## src/hdl/ckmb_pkg.sv

```systemverilog
// ----------------------------------------------------------------------------
// ckmb_pkg: shared types and constants for the chroma key matte blender
// Holds the pixel and configuration types, register indexes and the
// full-scale constant used by the matte and mix stages.
// ----------------------------------------------------------------------------
package ckmb_pkg;

  localparam int unsigned ChanW     = 8;
  localparam int unsigned NumChan   = 3;
  localparam int unsigned SelW      = 2;
  localparam int unsigned SumW      = 2 * ChanW;
  localparam logic [ChanW-1:0] FullScale = 8'd255;

  // register indexes of the configuration port
  typedef enum logic [1:0] {
    REG_KEY_CHANNEL  = 2'd0,
    REG_COMPARE_ONE  = 2'd1,
    REG_COMPARE_TWO  = 2'd2,
    REG_INVERT_MATTE = 2'd3
  } reg_idx_e;

  typedef logic [ChanW-1:0] chan_t;
  typedef chan_t [NumChan-1:0] px_t;

  typedef struct packed {
    logic [SelW-1:0] key_sel;
    logic [SelW-1:0] cmp1_sel;
    logic [SelW-1:0] cmp2_sel;
    logic            invert;
  } cfg_t;

  localparam cfg_t CfgReset = '{key_sel: 2'd1, cmp1_sel: 2'd0, cmp2_sel: 2'd2, invert: 1'b0};

  // channel pick, selector three reads as zero
  function automatic chan_t pick_chan(px_t px, logic [SelW-1:0] sel);
    chan_t res;
    case (sel)
      2'd0:    res = px[0];
      2'd1:    res = px[1];
      2'd2:    res = px[2];
      default: res = '0;
    endcase
    return res;
  endfunction

endpackage

```

## src/hdl/ckmb_matte.sv

```systemverilog
// ----------------------------------------------------------------------------
// ckmb_matte: difference matte stage
// Key channel minus the larger compare channel, clamped at zero, optionally
// inverted; forced to zero outside the overlay region. Result is registered.
// ----------------------------------------------------------------------------
module ckmb_matte (
  input  logic                clk_i,
  input  logic                en_i,
  input  ckmb_pkg::cfg_t      cfg_i,
  input  ckmb_pkg::px_t       fg_i,
  input  logic                ovl_i,
  output ckmb_pkg::chan_t     matte_o
);

  ckmb_pkg::chan_t key, c1, c2, top, diff;
  ckmb_pkg::chan_t matte_d, matte_q;

  // channel selection and clamped difference
  always_comb begin
    key  = ckmb_pkg::pick_chan(fg_i, cfg_i.key_sel);
    c1   = ckmb_pkg::pick_chan(fg_i, cfg_i.cmp1_sel);
    c2   = ckmb_pkg::pick_chan(fg_i, cfg_i.cmp2_sel);
    top  = (c1 > c2) ? c1 : c2;
    diff = (key > top) ? (key - top) : '0;
    if (cfg_i.invert) begin
      diff = ckmb_pkg::FullScale - diff;
    end
    // zero weight passes the background through exactly
    matte_d = ovl_i ? diff : '0;
  end

  always_ff @(posedge clk_i) begin
    if (en_i) begin
      matte_q <= matte_d;
    end
  end

  assign matte_o = matte_q;

endmodule

```

## src/hdl/ckmb_mix.sv

```systemverilog
// ----------------------------------------------------------------------------
// ckmb_mix: one channel of the alpha blend
// Stage A forms fg*m + bg*(255-m); stage B divides by 255 through the
// reciprocal identity floor(x/255) = (x + (x>>8) + 1) >> 8 for x < 65535.
// ----------------------------------------------------------------------------
module ckmb_mix (
  input  logic            clk_i,
  input  logic            en_a_i,
  input  logic            en_b_i,
  input  ckmb_pkg::chan_t fg_i,
  input  ckmb_pkg::chan_t bg_i,
  input  ckmb_pkg::chan_t matte_i,
  output ckmb_pkg::chan_t chan_o
);

  logic [ckmb_pkg::SumW-1:0] prod_fg, prod_bg;
  logic [ckmb_pkg::SumW-1:0] sum_d, sum_q;
  logic [ckmb_pkg::SumW:0]   quo_tmp;
  ckmb_pkg::chan_t           chan_d, chan_q;
  ckmb_pkg::chan_t           inv_m;

  // weighted sum, at most 255*255 so it fits 16 bits
  always_comb begin
    inv_m   = ckmb_pkg::FullScale - matte_i;
    prod_fg = {{ckmb_pkg::ChanW{1'b0}}, fg_i} * {{ckmb_pkg::ChanW{1'b0}}, matte_i};
    prod_bg = {{ckmb_pkg::ChanW{1'b0}}, bg_i} * {{ckmb_pkg::ChanW{1'b0}}, inv_m};
    sum_d   = prod_fg + prod_bg;
  end

  // divide by 255 with shift and add
  always_comb begin
    quo_tmp = {1'b0, sum_q} + {9'd0, sum_q[ckmb_pkg::SumW-1:ckmb_pkg::ChanW]}
              + {{ckmb_pkg::SumW{1'b0}}, 1'b1};
    chan_d  = quo_tmp[ckmb_pkg::SumW-1:ckmb_pkg::ChanW];
  end

  always_ff @(posedge clk_i) begin
    if (en_a_i) begin
      sum_q <= sum_d;
    end
    if (en_b_i) begin
      chan_q <= chan_d;
    end
  end

  assign chan_o = chan_q;

endmodule

```

## src/hdl/chroma_key_matte_blend.sv

```systemverilog
// ----------------------------------------------------------------------------
// chroma_key_matte_blend: difference matte and alpha blend, one pixel a clock unless stalled
// Keys a foreground pixel against its own channels and blends it over the
// background pixel with an exact divide-by-255.
// ----------------------------------------------------------------------------
// Usage:
//   Input channel: in_valid_i/in_ready_o carry one pixel request (fg, bg and
//   the overlay flag). Output channel: out_valid_o/out_ready_i carry the
//   blended channels and the matte weight used.
//   Three register stages: matte stage, multiply and add stage, divide-by-255
//   stage. A request moves through them in that order and out_valid_o rises
//   when it reaches the last. Throughput is one pixel per cycle while out_ready_i is high;
//   each stage holds one request and advances when the stage after it is
//   empty or moving.
//   When out_ready_i is low the stages fill up and in_ready_o drops once all
//   three hold a request; nothing is dropped or repeated.
//   Configuration is written through cfg_we_i/cfg_idx_i/cfg_wdata_i; the user
//   must write it only while the pipeline is empty, the block does not enforce it.
//   Reset empties the pipeline and loads the default selectors: key on
//   channel 1, compare against channels 0 and 2, no inversion.
//   Pixels outside the overlay pass the background with a matte of zero.
// ----------------------------------------------------------------------------
module chroma_key_matte_blend (
  input  logic        clk_i,
  input  logic        rst_ni,
  // configuration port
  input  logic        cfg_we_i,
  input  logic [1:0]  cfg_idx_i,
  input  logic [1:0]  cfg_wdata_i,
  // input channel
  input  logic        in_valid_i,
  output logic        in_ready_o,
  input  logic [7:0]  fg_ch0_i,
  input  logic [7:0]  fg_ch1_i,
  input  logic [7:0]  fg_ch2_i,
  input  logic [7:0]  bg_ch0_i,
  input  logic [7:0]  bg_ch1_i,
  input  logic [7:0]  bg_ch2_i,
  input  logic        in_overlay_i,
  // output channel
  output logic        out_valid_o,
  input  logic        out_ready_i,
  output logic [7:0]  out_ch0_o,
  output logic [7:0]  out_ch1_o,
  output logic [7:0]  out_ch2_o,
  output logic [7:0]  matte_value_o
);

  ckmb_pkg::cfg_t cfg_q, cfg_d;
  logic v1_q, v2_q, v3_q;
  logic ov1_q, ov2_q, ov3_q;
  logic en1, en2, en3;
  ckmb_pkg::px_t fg_in, bg_in;
  ckmb_pkg::px_t fg1_q, bg1_q;
  ckmb_pkg::chan_t m1, m2_q, m3_q;
  ckmb_pkg::px_t out_px;

  // configuration register writes
  always_comb begin
    cfg_d = cfg_q;
    if (cfg_we_i) begin
      case (ckmb_pkg::reg_idx_e'(cfg_idx_i))
        ckmb_pkg::REG_KEY_CHANNEL:  cfg_d.key_sel  = cfg_wdata_i;
        ckmb_pkg::REG_COMPARE_ONE:  cfg_d.cmp1_sel = cfg_wdata_i;
        ckmb_pkg::REG_COMPARE_TWO:  cfg_d.cmp2_sel = cfg_wdata_i;
        ckmb_pkg::REG_INVERT_MATTE: cfg_d.invert   = cfg_wdata_i[0];
        default:                    cfg_d = cfg_q;
      endcase
    end
  end

  always_ff @(posedge clk_i or negedge rst_ni) begin
    if (!rst_ni) begin
      cfg_q <= ckmb_pkg::CfgReset;
    end else begin
      cfg_q <= cfg_d;
    end
  end

  // stage enables, a stage loads when it is empty or its request moves on
  assign en3        = !v3_q || out_ready_i;
  assign en2        = !v2_q || en3;
  assign en1        = !v1_q || en2;
  assign in_ready_o = en1;

  // valid bits travel with the data
  always_ff @(posedge clk_i or negedge rst_ni) begin
    if (!rst_ni) begin
      v1_q <= 1'b0;
      v2_q <= 1'b0;
      v3_q <= 1'b0;
    end else begin
      if (en1) v1_q <= in_valid_i;
      if (en2) v2_q <= v1_q;
      if (en3) v3_q <= v2_q;
    end
  end

  assign fg_in = {fg_ch2_i, fg_ch1_i, fg_ch0_i};
  assign bg_in = {bg_ch2_i, bg_ch1_i, bg_ch0_i};

  // stage payloads: pixel and overlay flag in stage 1, matte and overlay flag in stages 2 and 3
  always_ff @(posedge clk_i) begin
    if (en1) begin
      fg1_q <= fg_in;
      bg1_q <= bg_in;
      ov1_q <= in_overlay_i;
    end
    if (en2) begin
      m2_q  <= m1;
      ov2_q <= ov1_q;
    end
    if (en3) begin
      m3_q  <= m2_q;
      ov3_q <= ov2_q;
    end
  end

  ckmb_matte u_matte (
    .clk_i   (clk_i),
    .en_i    (en1),
    .cfg_i   (cfg_q),
    .fg_i    (fg_in),
    .ovl_i   (in_overlay_i),
    .matte_o (m1)
  );

  // per-channel blend lanes
  for (genvar c = 0; c < ckmb_pkg::NumChan; c++) begin : g_lane
    ckmb_mix u_mix (
      .clk_i   (clk_i),
      .en_a_i  (en2),
      .en_b_i  (en3),
      .fg_i    (fg1_q[c]),
      .bg_i    (bg1_q[c]),
      .matte_i (m1),
      .chan_o  (out_px[c])
    );
  end

  assign out_valid_o   = v3_q;
  assign out_ch0_o     = out_px[0];
  assign out_ch1_o     = out_px[1];
  assign out_ch2_o     = out_px[2];
  assign matte_value_o = m3_q;

  // a pixel outside the overlay reports a zero matte
  a_bypass_matte_zero: assert property (@(posedge clk_i) disable iff (!rst_ni)
    (v3_q && !ov3_q) |-> (matte_value_o == '0))
    else $error("matte nonzero outside overlay");

  // input only stalls when every stage holds a request and output is blocked
  a_stall_full: assert property (@(posedge clk_i) disable iff (!rst_ni)
    !in_ready_o |-> (v1_q && v2_q && v3_q && !out_ready_i))
    else $error("input stalled with an empty stage");

  // an accepted request lands in stage 1
  a_accept_loads: assert property (@(posedge clk_i) disable iff (!rst_ni)
    (in_valid_i && in_ready_o) |=> v1_q)
    else $error("accepted request not captured");

  // a full matte gives the foreground back unchanged in channel 0,
  // checked for a request that moved into stage 2 on the previous edge
  a_full_matte: assert property (@(posedge clk_i) disable iff (!rst_ni)
    (v2_q && en3 && $past(en2) && m2_q == ckmb_pkg::FullScale)
    |=> (out_ch0_o == $past(fg1_q[0], 2)))
    else $error("full matte does not return foreground");

endmodule
```

## config.mk

```make
export PLATFORM = sky130hd
export DESIGN_NAME = chroma_key_matte_blend
export DESIGN_NICKNAME = d
export VERILOG_FILES = /design/src/hdl/ckmb_pkg.sv /design/src/hdl/ckmb_matte.sv /design/src/hdl/ckmb_mix.sv /design/src/hdl/chroma_key_matte_blend.sv
export SDC_FILE = /design/constraint.sdc
export NUM_CORES = 1
export LEC_CHECK = 0
export BUFFER_PORTS_ARGS = -buffer_cell sky130_fd_sc_hd__clkbuf_2
export CORE_ASPECT_RATIO = 0.9
export CORE_MARGIN = 4
export CORE_UTILIZATION = 40
export CTS_CLUSTER_DIAMETER = 200
export CTS_CLUSTER_SIZE = 12
export DETAILED_ROUTE_END_ITERATION = 16
export HOLD_SLACK_MARGIN = 0.06
export PLACE_DENSITY = 0.67
export SLEW_MARGIN = 20
export SYNTH_ARGS = -nofsm -noshare
export SYNTH_HDL_FRONTEND = slang
export SYNTH_HIERARCHICAL = 1
export SYNTH_SLANG_ARGS = --single-unit
```

## constraint.sdc

```tcl
create_clock -name clk_i -period 6.9 [get_ports clk_i]
set_input_delay 0.345 -clock clk_i [delete_from_list [all_inputs] [get_ports clk_i]]
set_output_delay 0.345 -clock clk_i [all_outputs]
set_load 0.05 [all_outputs]
```

After elaboration in Yosys (flattened, before gate mapping)
Cells that the tools add are included.
{ "totals": {"reg_bits": 154, "latchBits": 0, "ramBits": 0, "romBits": 0, "inputBits": 58, "out_inout_bits": 34, "elab_cells": 71, "mem_count": 0} }
{ "op_classes": {"add_sub_neg": 12, "multipliers": 6, "n_div": 0, "magnitude_cmp": 2, "n_eq_ne": 9, "shift": 0, "muxes": 6, "bitwise_logic": 0, "n_reduce_logical": 14} }
{ "op_table": {"columns": ["op", "n"], "rows": [
  ["8-bit by 8-bit multiplier with 16-bit output", 6],
  ["8-bit one-hot mux with 3 select lines", 3],
  ["16-bit by 1-bit adder with 16-bit output, second input constant", 3],
  ["16-bit adder", 3],
  ["16-bit by 8-bit adder with 16-bit output", 3],
  ["8-bit 2-to-1 mux", 3],
  ["8-bit > comparator", 2],
  ["8-bit subtractor, first input constant", 2],
  ["2-bit equality test, second input constant", 5],
  ["2-bit by 1-bit equality test with 1-bit output, second input constant", 4],
  ["2-bit logical NOT", 4],
  ["2-bit AND reduction", 4],
  ["8-bit subtractor", 1],
  ["1-bit logical NOT", 3],
  ["1-bit logical OR", 3]
]} }

Longest topological paths before layout
Gate-level depths: netlist of the first run.
{ "depth": {"word_depth": 8, "mapped_depth": 21, "ltp_nobuf": 19} }

By module
Netlist of the first run, hierarchy kept.
{ "modules_own_cells": {"columns": ["module", "instances", "cells_each", "area_each_um2"], "rows": [
  ["ckmb_mix at g_lane[0].u_mix", 1, 562, 5471.5],
  ["ckmb_mix at g_lane[1].u_mix", 1, 557, 5435.2],
  ["ckmb_mix at g_lane[2].u_mix", 1, 554, 5393.9],
  ["chroma_key_matte_blend", 1, 92, 2328.5],
  ["ckmb_matte", 1, 194, 1549.0]
]} }

Worst setup path after synthesis of the first run
No wires, ideal clock.
{ "synth_timing": {"kind": "reg-to-reg", "startpoint": "register u_matte.matte_q[1] (netlist: u_matte/matte_o[1])", "endpoint": "register g_lane[2].u_mix/sum_q[14] in the netlist's numbering (data pin)", "setup_ns": 0.258, "t_arrival_ns": 5.504, "required_ns": 6.642, "setup_slack_ns": 1.138, "stages_incl_launch_ff": 17, "path_buffers": 1, "period_less_slack_ns": 5.762, "path_cell_list": "edfxtp_1 clkbuf_1 nand2_1 fa_1 fa_1 fa_1 inv_1 fa_1 fa_1 fa_1 ha_1 and2_2 a221o_1 o22a_2 a41o_1 a21oi_2 xnor2_1"} }
{ "synth_between": {"elab_chain_cells": 3} }
{ "synth_rtl": {"columns": ["element", "line", "rtl"], "rows": [
  ["from (decl)", "ckmb_matte.sv:16", "ckmb_pkg::chan_t matte_d, matte_q;"],
  ["from (signal assigned)", "ckmb_matte.sv:34", "matte_q <= matte_d;"],
  ["8-bit subtractor", "ckmb_mix.sv:24", "inv_m = ckmb_pkg::FullScale - matte_i;"],
  ["8-bit by 8-bit multiplier with 16-bit output", "ckmb_mix.sv:26", "prod_bg = {{ckmb_pkg::ChanW{1'b0}}, bg_i} * {{ckmb_pkg::ChanW{1'b0}}, inv_m};"],
  ["16-bit adder (*)", "ckmb_mix.sv:27", "sum_d = prod_fg + prod_bg;"],
  ["net g_lane[2].u_mix.sum_d (one bit)", "ckmb_mix.sv:17", "logic [ckmb_pkg::SumW-1:0] sum_d, sum_q;"],
  ["to (signal assigned)", "ckmb_mix.sv:39", "sum_q <= sum_d;"],
  ["to (decl)", "ckmb_mix.sv:17", null]
]} }
Mark *: on every way through the listed nets, which the timed path passes. The rest lies on a longest branch.
A chain may end at the register's enable or synchronous reset.

Final worst setup path of the first run
{ "layout_timing": {"startpoint": "register u_matte.matte_q[2] (netlist: u_matte/matte_o[2])", "endpoint": "register g_lane[2].u_mix/sum_q[14] in the netlist's numbering (data pin)"} }
The elaborated chain is that of the path after synthesis.

==> results of run 1 <==
[critical path: stages, from the launching register on]
cell	delay (ps)
sky130_fd_sc_hd__edfxtp_1	1030
sky130_fd_sc_hd__nand2_1	170
sky130_fd_sc_hd__fa_1	540
sky130_fd_sc_hd__fa_1	510
sky130_fd_sc_hd__fa_1	530
sky130_fd_sc_hd__inv_1	60
sky130_fd_sc_hd__fa_1	550
sky130_fd_sc_hd__fa_1	450
sky130_fd_sc_hd__fa_1	450
sky130_fd_sc_hd__ha_1	340
sky130_fd_sc_hd__and2_2	230
sky130_fd_sc_hd__a221o_1	320
sky130_fd_sc_hd__o22a_2	280
sky130_fd_sc_hd__a41o_1	260
sky130_fd_sc_hd__a21oi_2	140
sky130_fd_sc_hd__xnor2_1	80
[metal layers]
layer	global-route usage [%]	vias to the layer above	share of wire, %
met1	23.44	6951	44
li1	-	6373	-
met4	5.521	0	2.3
met5	0	-	0
met2	28.95	358	48
met3	3.135	72	5.0
[area by class of cell]
cell class                 instances  area, sq um  area share, %
multi-input combinational       1330        13810          61.74
sequential                       154         4577          20.46
clock buffer                      19        432.9          1.935
timing repair buffer             133        860.8          3.849
inverter                         441         1655          7.401
tap                              671        839.6          3.753
clock inverter                    13        192.7         0.8614
[stage by stage]
| stage | hold slack (ps) | utilization (%) |
|---|---|---|
| after floorplan | 49.41 | - |
| after global placement | 275.0 | 43.31 |
| after detailed placement | 280.2 | 43.31 |
| after CTS | 60.87 | 45.08 |
| after global routing | 61.56 | 45.17 |
| final | 94.13 | 45.17 |
[registers in the layout (all words and copies together), names as in the netlist]
| signal | cells |
|---|---|
| out_valid_o | 1 |
| fg1_q | 24 |
| cfg_q | 7 |
| v1_q | 1 |
| u_matte/matte_o | 8 |
| matte_value_o | 8 |
| m2_q | 8 |
| v2_q | 1 |
| g_lane.u_mix/chan_o | 24 |
| bg1_q | 24 |
| g_lane.u_mix/sum_q | 48 |
[how the worst max path moves through the flow]
stage                                startpoint                                   to  depth (start not counted)
2_1_floorplan  u_matte/matte_o[1]$_SDFFCE_PN0P_  g_lane[2].u_mix/sum_q[14]$_DFFE_PP_                         16
3_3_place_gp   u_matte/matte_o[4]$_SDFFCE_PN0P_  g_lane[0].u_mix/sum_q[13]$_DFFE_PP_                         17
3_5_place_dp   u_matte/matte_o[4]$_SDFFCE_PN0P_  g_lane[0].u_mix/sum_q[13]$_DFFE_PP_                         17
4_1_cts        u_matte/matte_o[4]$_SDFFCE_PN0P_  g_lane[2].u_mix/sum_q[14]$_DFFE_PP_                         15
5_1_grt        u_matte/matte_o[2]$_SDFFCE_PN0P_  g_lane[1].u_mix/sum_q[13]$_DFFE_PP_                         17
6_report       u_matte/matte_o[2]$_SDFFCE_PN0P_  g_lane[2].u_mix/sum_q[14]$_DFFE_PP_                         15
[Yosys cell counts (all sizes together) (2+ instances only)]
cell       n
a211oi    10
mux2      11
ha       223
a21boi     2
mux2i     41
clkbuf    26
dfrtp      8
or2        2
nand2b    63
o21bai     5
conb       3
a221o      2
o211ai     3
nand3b     2
nor3      19
nand3     21
o21ai     38
a21o      21
xnor2     50
a21oi     45
and3       7
inv      441
o221ai     2
o31ai      2
nor2      34
nor2b    141
a41o       2
a221oi     2
o2111ai    2
edfxtp   144
fa       289
nand2    114
nand4      6
buf        8
o21a      13
and2     120
xor2      17
nor3b      2
dfstp      2
[logic make-up after synthesis]
kind of cell / synth area share [%]
AO/OA/AOI/OAI: 5.606
XOR/XNOR: 2.945
adder cells (fa/ha/maj): 42.50
buffers and inverters: 8.904
flip-flops: 22.68
multiplexers: 2.666
other: 0.05580
AND/OR/NAND/NOR: 14.64
[timing repair]
item,CTS,global route
gates resized for setup,0,0
hold buffers,25,0
endpoints found under the hold margin,34,0
==> out/metrics.cfg, run 1 <==
[critical_path]
crit_type=reg2reg
rrSetupSlack_ps=700
crit-reg2reg-launch=u_matte/matte_o[2]$_SDFFCE_PN0P_
worst-endpoint-arrival_ps=6430
crit_required_ps=7130
crit_path_end_kind=register
worstPathMaxFanout=27
cp-start-kind=register
timing.rr.end=g_lane[2].u_mix/sum_q[14]$_DFFE_PP_
reg2reg_depth=15

[sta]
slew_headroom_pct=25.80
timing.setup.tns_ps=0
drv_slew=0
worst-slew-pin-transition_ps=1106
timing.final.hold_violations=0
finalWorstPathRequiredPeriod_ps=6204
setup_viol=0
worst_slack_ps=695.6
clock_skew_ps=13.72
part_of_the_cycle_the_worst_path_needs_pct=89.92
max_freq_mhz=161.2
setup_repair_after_global_routing_missed_its_margin=no

[clocking]
cts_setup_buffers=0
numClockSinks=154
cts_tree=built
buffer_type_at_the_clock_tree_root=sky130_fd_sc_hd__clkbuf_16
clock_latency_ps=490
htree_num_levels=4
cts_buffers=17
clkTransAtPathRegs_ps=70
cts_max_path_buffers=2

[route]
detailedRoute.firstPassIterationCount=5
vias_per_cell=4.982
route.antenna.remaining_nets=0
routed_wire_length_per_instance_microns=16.38
via_count=13750
detail_route.drc_violations=0
detail_route.iter0.violations=772
routed_wl_microns=45220

[finish]
final_design_area_no_fill_sq_um=22370
final_cell_mix=440 x sky130_fd_sc_hd__inv_1, 289 x sky130_fd_sc_hd__fa_1, 223 x sky130_fd_sc_hd__ha_1
final-instance-count-excl-fill=2761
layout.nets=2647
drive_above_1_share_pct=8.517
fillerInstances=4659
final_common_cell=sky130_fd_sc_hd__inv_1
flow.area_growth_from_synthesis_pct=10.85
num_antenna_cells=0

[yosys]
count_of_flip_flops_with_a_built_in_enable_after_synthesis=144
post_synthesis_sequential_area_ratio_pct=22.68
postSynthCellCount=1959
synth_top_cells_by_area=sky130_fd_sc_hd__fa_1 29%, sky130_fd_sc_hd__edfxtp_1 21%, sky130_fd_sc_hd__ha_1 14%
post-synth-top-area-fraction_pct=28.67
synth-async-reset-ratio_pct=6.494
ys_seq_elements=154
synth.distinct_cells=73
post_synth.cell_area_avg_sq_um=10.30
synth.cell_area_sq_um=20180
synth-main-ff-cell=sky130_fd_sc_hd__edfxtp_1
netlist.top_cell.by_area=sky130_fd_sc_hd__fa_1
mappedNetlistNets=2529
synth-warning-count=6

[global_routing]
grt_overflow=0
first_pass_grt_wire_length_microns=75700
number_of_global_route_vias_before_repair=14990
grt_start_max_net_pins=58
grt_antenna_before_repair=0
grt.total_usage_pct=17.48

[place]
placedInstanceArea_sq_um=21450
place_hpwl_microns=35780
post_place_setup_slack_ps=656.5
port_buffers=91
placed_cells_incl_taps=2702
globalplace.congestion=0.9041

[die]
dieArea_sq_um=54110
pin_count=92
floorplan.rows=77
core-area_sq_um=49520
floorplan.die.width_microns=244.8
start_util_pct=40.75
die_h_microns=221.1

[worst_hold_path]
min_path_cells=1
min-delay-path-class=in2reg
worstHoldStart=bg_ch1_i[2]
min_to=bg1_q[10]$_DFFE_PP_

[run_status]
outcome=completed

[run]
max_cap_viol_count=0

Power of run 1 is left out: the tool's default activity adds up to more than one toggle a clock period on the data nets, which glitch-free logic cannot reach.
==> run 2: changes to the inputs <==
Settings changed: REMOVE_ABC_BUFFERS from default to 1.
==> run 2 against run 1 <==
Non-clock buffer count rose by 5. Final area rose by 0.17%. Worst hold slack got worse by 1.2 ps. First-iteration DRC count fell by 2.8%. Fmax rose by 1.4%. Clock skew rose by 8.0 ps. Count of clock-buffer cells in the layout fell by 1. Critical path depth rose by 1. Utilization rose by 0.078 points.
==> out/metrics.cfg, run 2 (synthesized netlist as in run 1, its figures left out) <==
[run_status]
outcome=completed  ; unchanged

[sta]
worst-slew-pin-transition_ps=1149  ; was 1106 ps
drv_slew=0  ; unchanged
slew_headroom_pct=22.95  ; was 25.80%
timing.setup.tns_ps=0  ; unchanged
part_of_the_cycle_the_worst_path_needs_pct=88.65  ; was 89.92%
setup_repair_after_global_routing_missed_its_margin=no  ; unchanged
setup_viol=0  ; unchanged
timing.final.hold_violations=0  ; unchanged
finalWorstPathRequiredPeriod_ps=6117  ; was 6204 ps
clock_skew_ps=21.69  ; was 13.72 ps
max_freq_mhz=163.5  ; was 161.2 MHz

[clocking]
resized_after_cts=0  ; unchanged
cts_tree=built  ; unchanged
cts_max_path_buffers=2  ; unchanged
buffer_type_at_the_clock_tree_root=sky130_fd_sc_hd__clkbuf_16  ; unchanged
cts_buffers=17  ; unchanged
numClockSinks=154  ; unchanged
clock_latency_ps=500  ; was 490 ps
htree_num_levels=4  ; unchanged
clkTransAtPathRegs_ps=80  ; was 70 ps

[finish]
flow.area_growth_from_synthesis_pct=11.04  ; was 10.85%
fillerInstances=4694  ; was 4,659
regArea_sq_um=4577  ; unchanged
drive_above_1_share_pct=8.735  ; was 8.517%
multiInputGateArea_sq_um=13810  ; unchanged
largest_register_ff_count=48  ; unchanged
registers.top_by_ff_count=g_lane.u_mix/sum_q  ; unchanged
final_common_cell=sky130_fd_sc_hd__inv_1  ; unchanged
layout.nets=2652  ; was 2,647
final_cell_mix=440 x sky130_fd_sc_hd__inv_1, 289 x sky130_fd_sc_hd__fa_1, 223 x sky130_fd_sc_hd__ha_1  ; unchanged

[global_routing]
first_pass_grt_wire_length_microns=76120  ; was 75,700 microns
number_of_global_route_vias_before_repair=14830  ; was 14,990
grt_antenna_before_repair=5  ; was 0
grt.total_usage_pct=17.70  ; was 17.48%
grt_start_max_net_pins=58  ; unchanged
grt_overflow=0  ; unchanged

[critical_path]
crit_path_start=u_matte/matte_o[6]$_SDFFCE_PN0P_  ; was u_matte/matte_o[2]$_SDFFCE_PN0P_
crit_path_end_kind=register  ; unchanged
worst-endpoint-arrival_ps=6370  ; was 6430 ps
crit_type=reg2reg  ; unchanged
worstPathMaxFanout=24  ; was 27
timing.rr.end=g_lane[0].u_mix/sum_q[13]$_DFFE_PP_  ; was g_lane[2].u_mix/sum_q[14]$_DFFE_PP_
worst_setup_path_endpoint=g_lane[0].u_mix/sum_q[13]$_DFFE_PP_  ; was g_lane[2].u_mix/sum_q[14]$_DFFE_PP_
rrSetupSlack_ps=780  ; was 700 ps
crit-reg2reg-launch=u_matte/matte_o[6]$_SDFFCE_PN0P_  ; was u_matte/matte_o[2]$_SDFFCE_PN0P_
cp-start-kind=register  ; unchanged
crit_required_ps=7150  ; was 7130 ps
reg2reg_depth=16  ; was 15

[die]
dieArea_sq_um=54110  ; unchanged
floorplan.rows=77  ; unchanged
start_util_pct=40.75  ; unchanged
core-area_sq_um=49520  ; unchanged
pin_count=92  ; unchanged
die_h_microns=221.1  ; unchanged
floorplan.die.width_microns=244.8  ; unchanged

[route]
detail_route.drc_violations=0  ; unchanged
vias_per_cell=4.923  ; was 4.982
routed_wl_microns=45970  ; was 45,220 microns
via_count=13640  ; was 13,750
detailedRoute.firstPassIterationCount=5  ; unchanged
detail_route.iter0.violations=750  ; was 772
route.antenna.remaining_nets=0  ; unchanged
routed_wire_length_per_instance_microns=16.60  ; was 16.38 microns

[place]
globalplace.congestion=0.8772  ; was 0.9041
port_buffers=91  ; unchanged
place_hpwl_microns=36540  ; was 35,780 microns

[worst_hold_path]
min-delay-path-class=in2reg  ; unchanged

[run]
max_cap_viol_count=0  ; unchanged

-- run 2: cell types whose count changed in the layout (fill, tap and decap cells not counted), moves of 2 or more --
cell                            delta
sky130_fd_sc_hd__inv_6             +2
sky130_fd_sc_hd__clkinv_2          -2
sky130_fd_sc_hd__dlygate4sd3_1     +2
sky130_fd_sc_hd__buf_4             +5
sky130_fd_sc_hd__diode_2           +4
sky130_fd_sc_hd__clkbuf_1          -2
sky130_fd_sc_hd__inv_8             +2
-- run 2: per-layer routing --
metal	GRT usage [%]	up-vias	wire length, microns
li1	-	6394	-
met1	23.21	6867	20370
met2	28.79	312	21750
met3	4.018	62	2457
met4	6.588	2	1381
met5	0	-	13
-- run 2: worst min path at each step --
| stage | from | endpoint | slack [ps] | cells after the start |
|---|---|---|---|---|
| finish | fg_ch2_i[3] | fg1_q[19]$_DFFE_PP_ | 90 | 1 |
| global route | fg_ch2_i[3] | fg1_q[19]$_DFFE_PP_ | 90 | 1 |
| CTS | fg_ch2_i[3] | fg1_q[19]$_DFFE_PP_ | 60 | 1 |
| detailed placement | rst_ni | cfg_q[0]$_DFFE_PN0P_ | 300 | 1 |
| global placement | rst_ni | cfg_q[1]$_DFFE_PN0P_ | 280 | 1 |
| floorplan | rst_ni | cfg_q[0]$_DFFE_PN0P_ | 50 | 0 |
-- run 2: cell type report --
class / instances / area share, %
inverter: 441 / 7.388
sequential: 154 / 20.43
clock buffer: 18 / 1.960
tap: 671 / 3.747
clock inverter: 14 / 0.8935
timing repair buffer: 138 / 3.909
antenna: 4 / 0.04467
multi-input combinational: 1330 / 61.63
-- run 2: through the flow --
stage	util, %	hold WS, ps	setup slack, ps	cells	cell area, sq um
CTS	45.23	60.19	779.7	2766	22400
floorplan	-	49.41	998.2	1925	20040
global route	45.24	85.58	458.4	2769	22400
global placement	43.39	284.8	862.4	2707	21490
detailed placement	43.39	297.6	780.5	2707	21490
finish	45.25	92.93	782.8	2770	22410
-- run 2: critical path, stage by stage, from the launching register on --
cell,delay [ps]
sky130_fd_sc_hd__edfxtp_1,1020
sky130_fd_sc_hd__nand2_1,180
sky130_fd_sc_hd__fa_1,550
sky130_fd_sc_hd__fa_1,510
sky130_fd_sc_hd__fa_1,510
sky130_fd_sc_hd__inv_1,50
sky130_fd_sc_hd__fa_1,460
sky130_fd_sc_hd__fa_1,550
sky130_fd_sc_hd__inv_1,50
sky130_fd_sc_hd__fa_1,530
sky130_fd_sc_hd__inv_1,40
sky130_fd_sc_hd__ha_1,390
sky130_fd_sc_hd__a21oi_4,230
sky130_fd_sc_hd__o211ai_2,180
sky130_fd_sc_hd__a221o_1,380
sky130_fd_sc_hd__a21oi_2,160
sky130_fd_sc_hd__xnor2_1,70
-- run 2: repair_timing --
| item | CTS | global route |
|---|---|---|
| buffers inserted | 0 | 0 |
| setup endpoints to repair | 0 | 0 |
| hold buffers | 27 | 0 |
| endpoints found under the hold margin | 34 | 0 |
Power of run 2 is left out for the same reason.
==> run 3: changes to the inputs <==
Settings changed: GPL_TIMING_DRIVEN from default to 0.
==> run 3 against run 2 <==
Worst setup slack worse by 28 ps. Critical path type unchanged. Final area grew 1.0%. Fmax fell by 0.46%.
==> out/metrics.cfg, run 3 (synthesized netlist as in run 1, its figures left out) <==
[finish]
final_cell_mix=440 x sky130_fd_sc_hd__inv_1, 289 x sky130_fd_sc_hd__fa_1, 223 x sky130_fd_sc_hd__ha_1  ; unchanged
flow.area_growth_from_synthesis_pct=12.17  ; was 11.04%
registers.top_by_ff_count=g_lane.u_mix/sum_q  ; unchanged
final_common_cell=sky130_fd_sc_hd__inv_1  ; unchanged
drive_above_1_share_pct=8.679  ; was 8.735%
largest_register_ff_count=48  ; unchanged
final_design_area_no_fill_sq_um=22630  ; was 22,410 sq um
layout.nets=2654  ; was 2,652

[route]
routed_wire_length_per_instance_microns=16.28  ; was 16.60 microns
detail_route.iter0.violations=828  ; was 750
detailedRoute.firstPassIterationCount=6  ; was 5
detail_route.drc_violations=0  ; unchanged
route.antenna.remaining_nets=0  ; unchanged
vias_per_cell=4.902  ; was 4.923
via_count=13580  ; was 13,640
routed_wl_microns=45130  ; was 45,970 microns

[sta]
setup_viol=0  ; unchanged
max_freq_mhz=162.7  ; was 163.5 MHz
clock_skew_ps=13.92  ; was 21.69 ps
part_of_the_cycle_the_worst_path_needs_pct=89.07  ; was 88.65%
timing.setup.tns_ps=0  ; unchanged
worst_slack_ps=754.5  ; was 782.8 ps
slew_headroom_pct=25.16  ; was 22.95%
timing.final.hold_violations=0  ; unchanged
drv_slew=0  ; unchanged
finalWorstPathRequiredPeriod_ps=6146  ; was 6117 ps
worst-slew-pin-transition_ps=1116  ; was 1149 ps
hold-worst-slack_ps=106.0  ; was 92.93 ps
setup_repair_after_global_routing_missed_its_margin=no  ; unchanged

[place]
placedInstanceArea_sq_um=21760  ; was 21,490 sq um
port_buffers=91  ; unchanged
globalplace.congestion=0.8830  ; was 0.8772
post_place_setup_slack_ps=760.0  ; was 780.5 ps
place_hpwl_microns=36560  ; was 36,540 microns

[global_routing]
first_pass_grt_wire_length_microns=74980  ; was 76,120 microns
grt_start_max_net_pins=58  ; unchanged
number_of_global_route_vias_before_repair=14650  ; was 14,830
grt.total_usage_pct=17.46  ; was 17.70%
grt_overflow=0  ; unchanged
grt_antenna_before_repair=4  ; was 5

[critical_path]
slowest_stage=sky130_fd_sc_hd__edfxtp_1  ; unchanged
path_cells=buf_8 -> buf_8 -> nand2_1 -> fa_1 -> fa_1 -> fa_1 -> inv_1 -> fa_1 -> fa_1 -> fa_1 -> ha_1 -> and2_2 -> a221o_1 -> o22a_2 -> a41o_1 -> a21oi_2 -> xnor2_1  ; was nand2_1 -> fa_1 -> fa_1 -> fa_1 -> inv_1 -> fa_1 -> fa_1 -> inv_1 -> fa_1 -> inv_1 -> ha_1 -> a21oi_4 -> o211ai_2 -> a221o_1 -> a21oi_2 -> xnor2_1
crit_type=reg2reg  ; unchanged
crit_path_end_kind=register  ; unchanged
critical-path-top-cell-by-count=sky130_fd_sc_hd__fa_1  ; unchanged
worst_path_largest_cell_delay_ps=710  ; was 1020 ps
worstPathMaxFanout=15  ; was 24
worst-endpoint-arrival_ps=6360  ; was 6370 ps
crit_required_ps=7110  ; was 7150 ps
cp-start-kind=register  ; unchanged

[run_status]
outcome=completed  ; unchanged

[die]
floorplan.rows=77  ; unchanged
floorplan.die.width_microns=244.8  ; unchanged
core-area_sq_um=49520  ; unchanged
pin_count=92  ; unchanged
start_util_pct=40.75  ; unchanged
dieArea_sq_um=54110  ; unchanged
die_h_microns=221.1  ; unchanged

[clocking]
htree_num_levels=4  ; unchanged
buffer_type_at_the_clock_tree_root=sky130_fd_sc_hd__clkbuf_16  ; unchanged
cts_setup_buffers=0  ; unchanged
cts_max_path_buffers=2  ; unchanged
numClockSinks=154  ; unchanged
cts_buffers=17  ; unchanged
cts_tree=built  ; unchanged
clock_latency_ps=480  ; was 500 ps
clkTransAtPathRegs_ps=60  ; was 80 ps

[worst_hold_path]
min-delay-path-class=in2reg  ; unchanged

[run]
max_cap_viol_count=0  ; unchanged

run 3: final timing paths:
kind / startpoint / to / slack (ps) / cells past startpoint
worst max-delay path: u_matte/matte_o[4]$_SDFFCE_PN0P_ / g_lane[2].u_mix/sum_q[14]$_DFFE_PP_ / 750 / 17
worst min-delay path: fg_ch2_i[3] / fg1_q[19]$_DFFE_PP_ / 110 / 1
worst max register to register: u_matte/matte_o[4]$_SDFFCE_PN0P_ / g_lane[2].u_mix/sum_q[14]$_DFFE_PP_ / 750 / 17
worst min register to register: m2_q[3]$_DFFE_PP_ / matte_value_o[3]$_DFFE_PP_ / 420 / 0
max in group asynchronous: rst_ni / cfg_q[2]$_DFFE_PN1P_ / 6240 / 2
min in group asynchronous: rst_ni / cfg_q[0]$_DFFE_PN0P_ / 340 / 2
run 3: critical path: cells and delay by family (launching register included):
kind,cells,cell delay [ps]
fa+ha+maj,7,3300
buf+inv,3,460
xor+xnor,1,90
simple gates,2,320
flops,1,710
compound gates,4,1020
run 3: layout make-up:
| cell class | instances | area, sq um |
|---|---|---|
| inverters | 441 | 1658 |
| clock inverters | 12 | 142.6 |
| well taps | 671 | 839.6 |
| clock buffers | 20 | 446.7 |
| multi-input cells | 1330 | 13810 |
| diodes | 3 | 7.507 |
| fillers | 4672 | 26890 |
| repair buffers | 140 | 1147 |
| flip-flops and latches | 154 | 4577 |
run 3: what timing repair did:
action | CTS | global route
hold endpoints to repair | 37 | 0
hold buffers | 28 | 0
gates resized for setup | 0 | 0
run 3: per-stage QoR:
stage	utilization, %	std cells
3_5_place_dp	43.93	2708
2_1_floorplan	-	1925
4_1_cts	45.69	2768
5_1_grt	45.70	2770
6_report	45.70	2771
3_3_place_gp	43.08	2687
run 3: routing by layer:
layer  share of wire, %  global-route usage [%]
met1                 44                   22.99
met2                 48                   28.72
met3                5.6                   3.716
met4                2.4                   6.018
met5              0.027                       0
Power of run 3 is left out for the same reason.
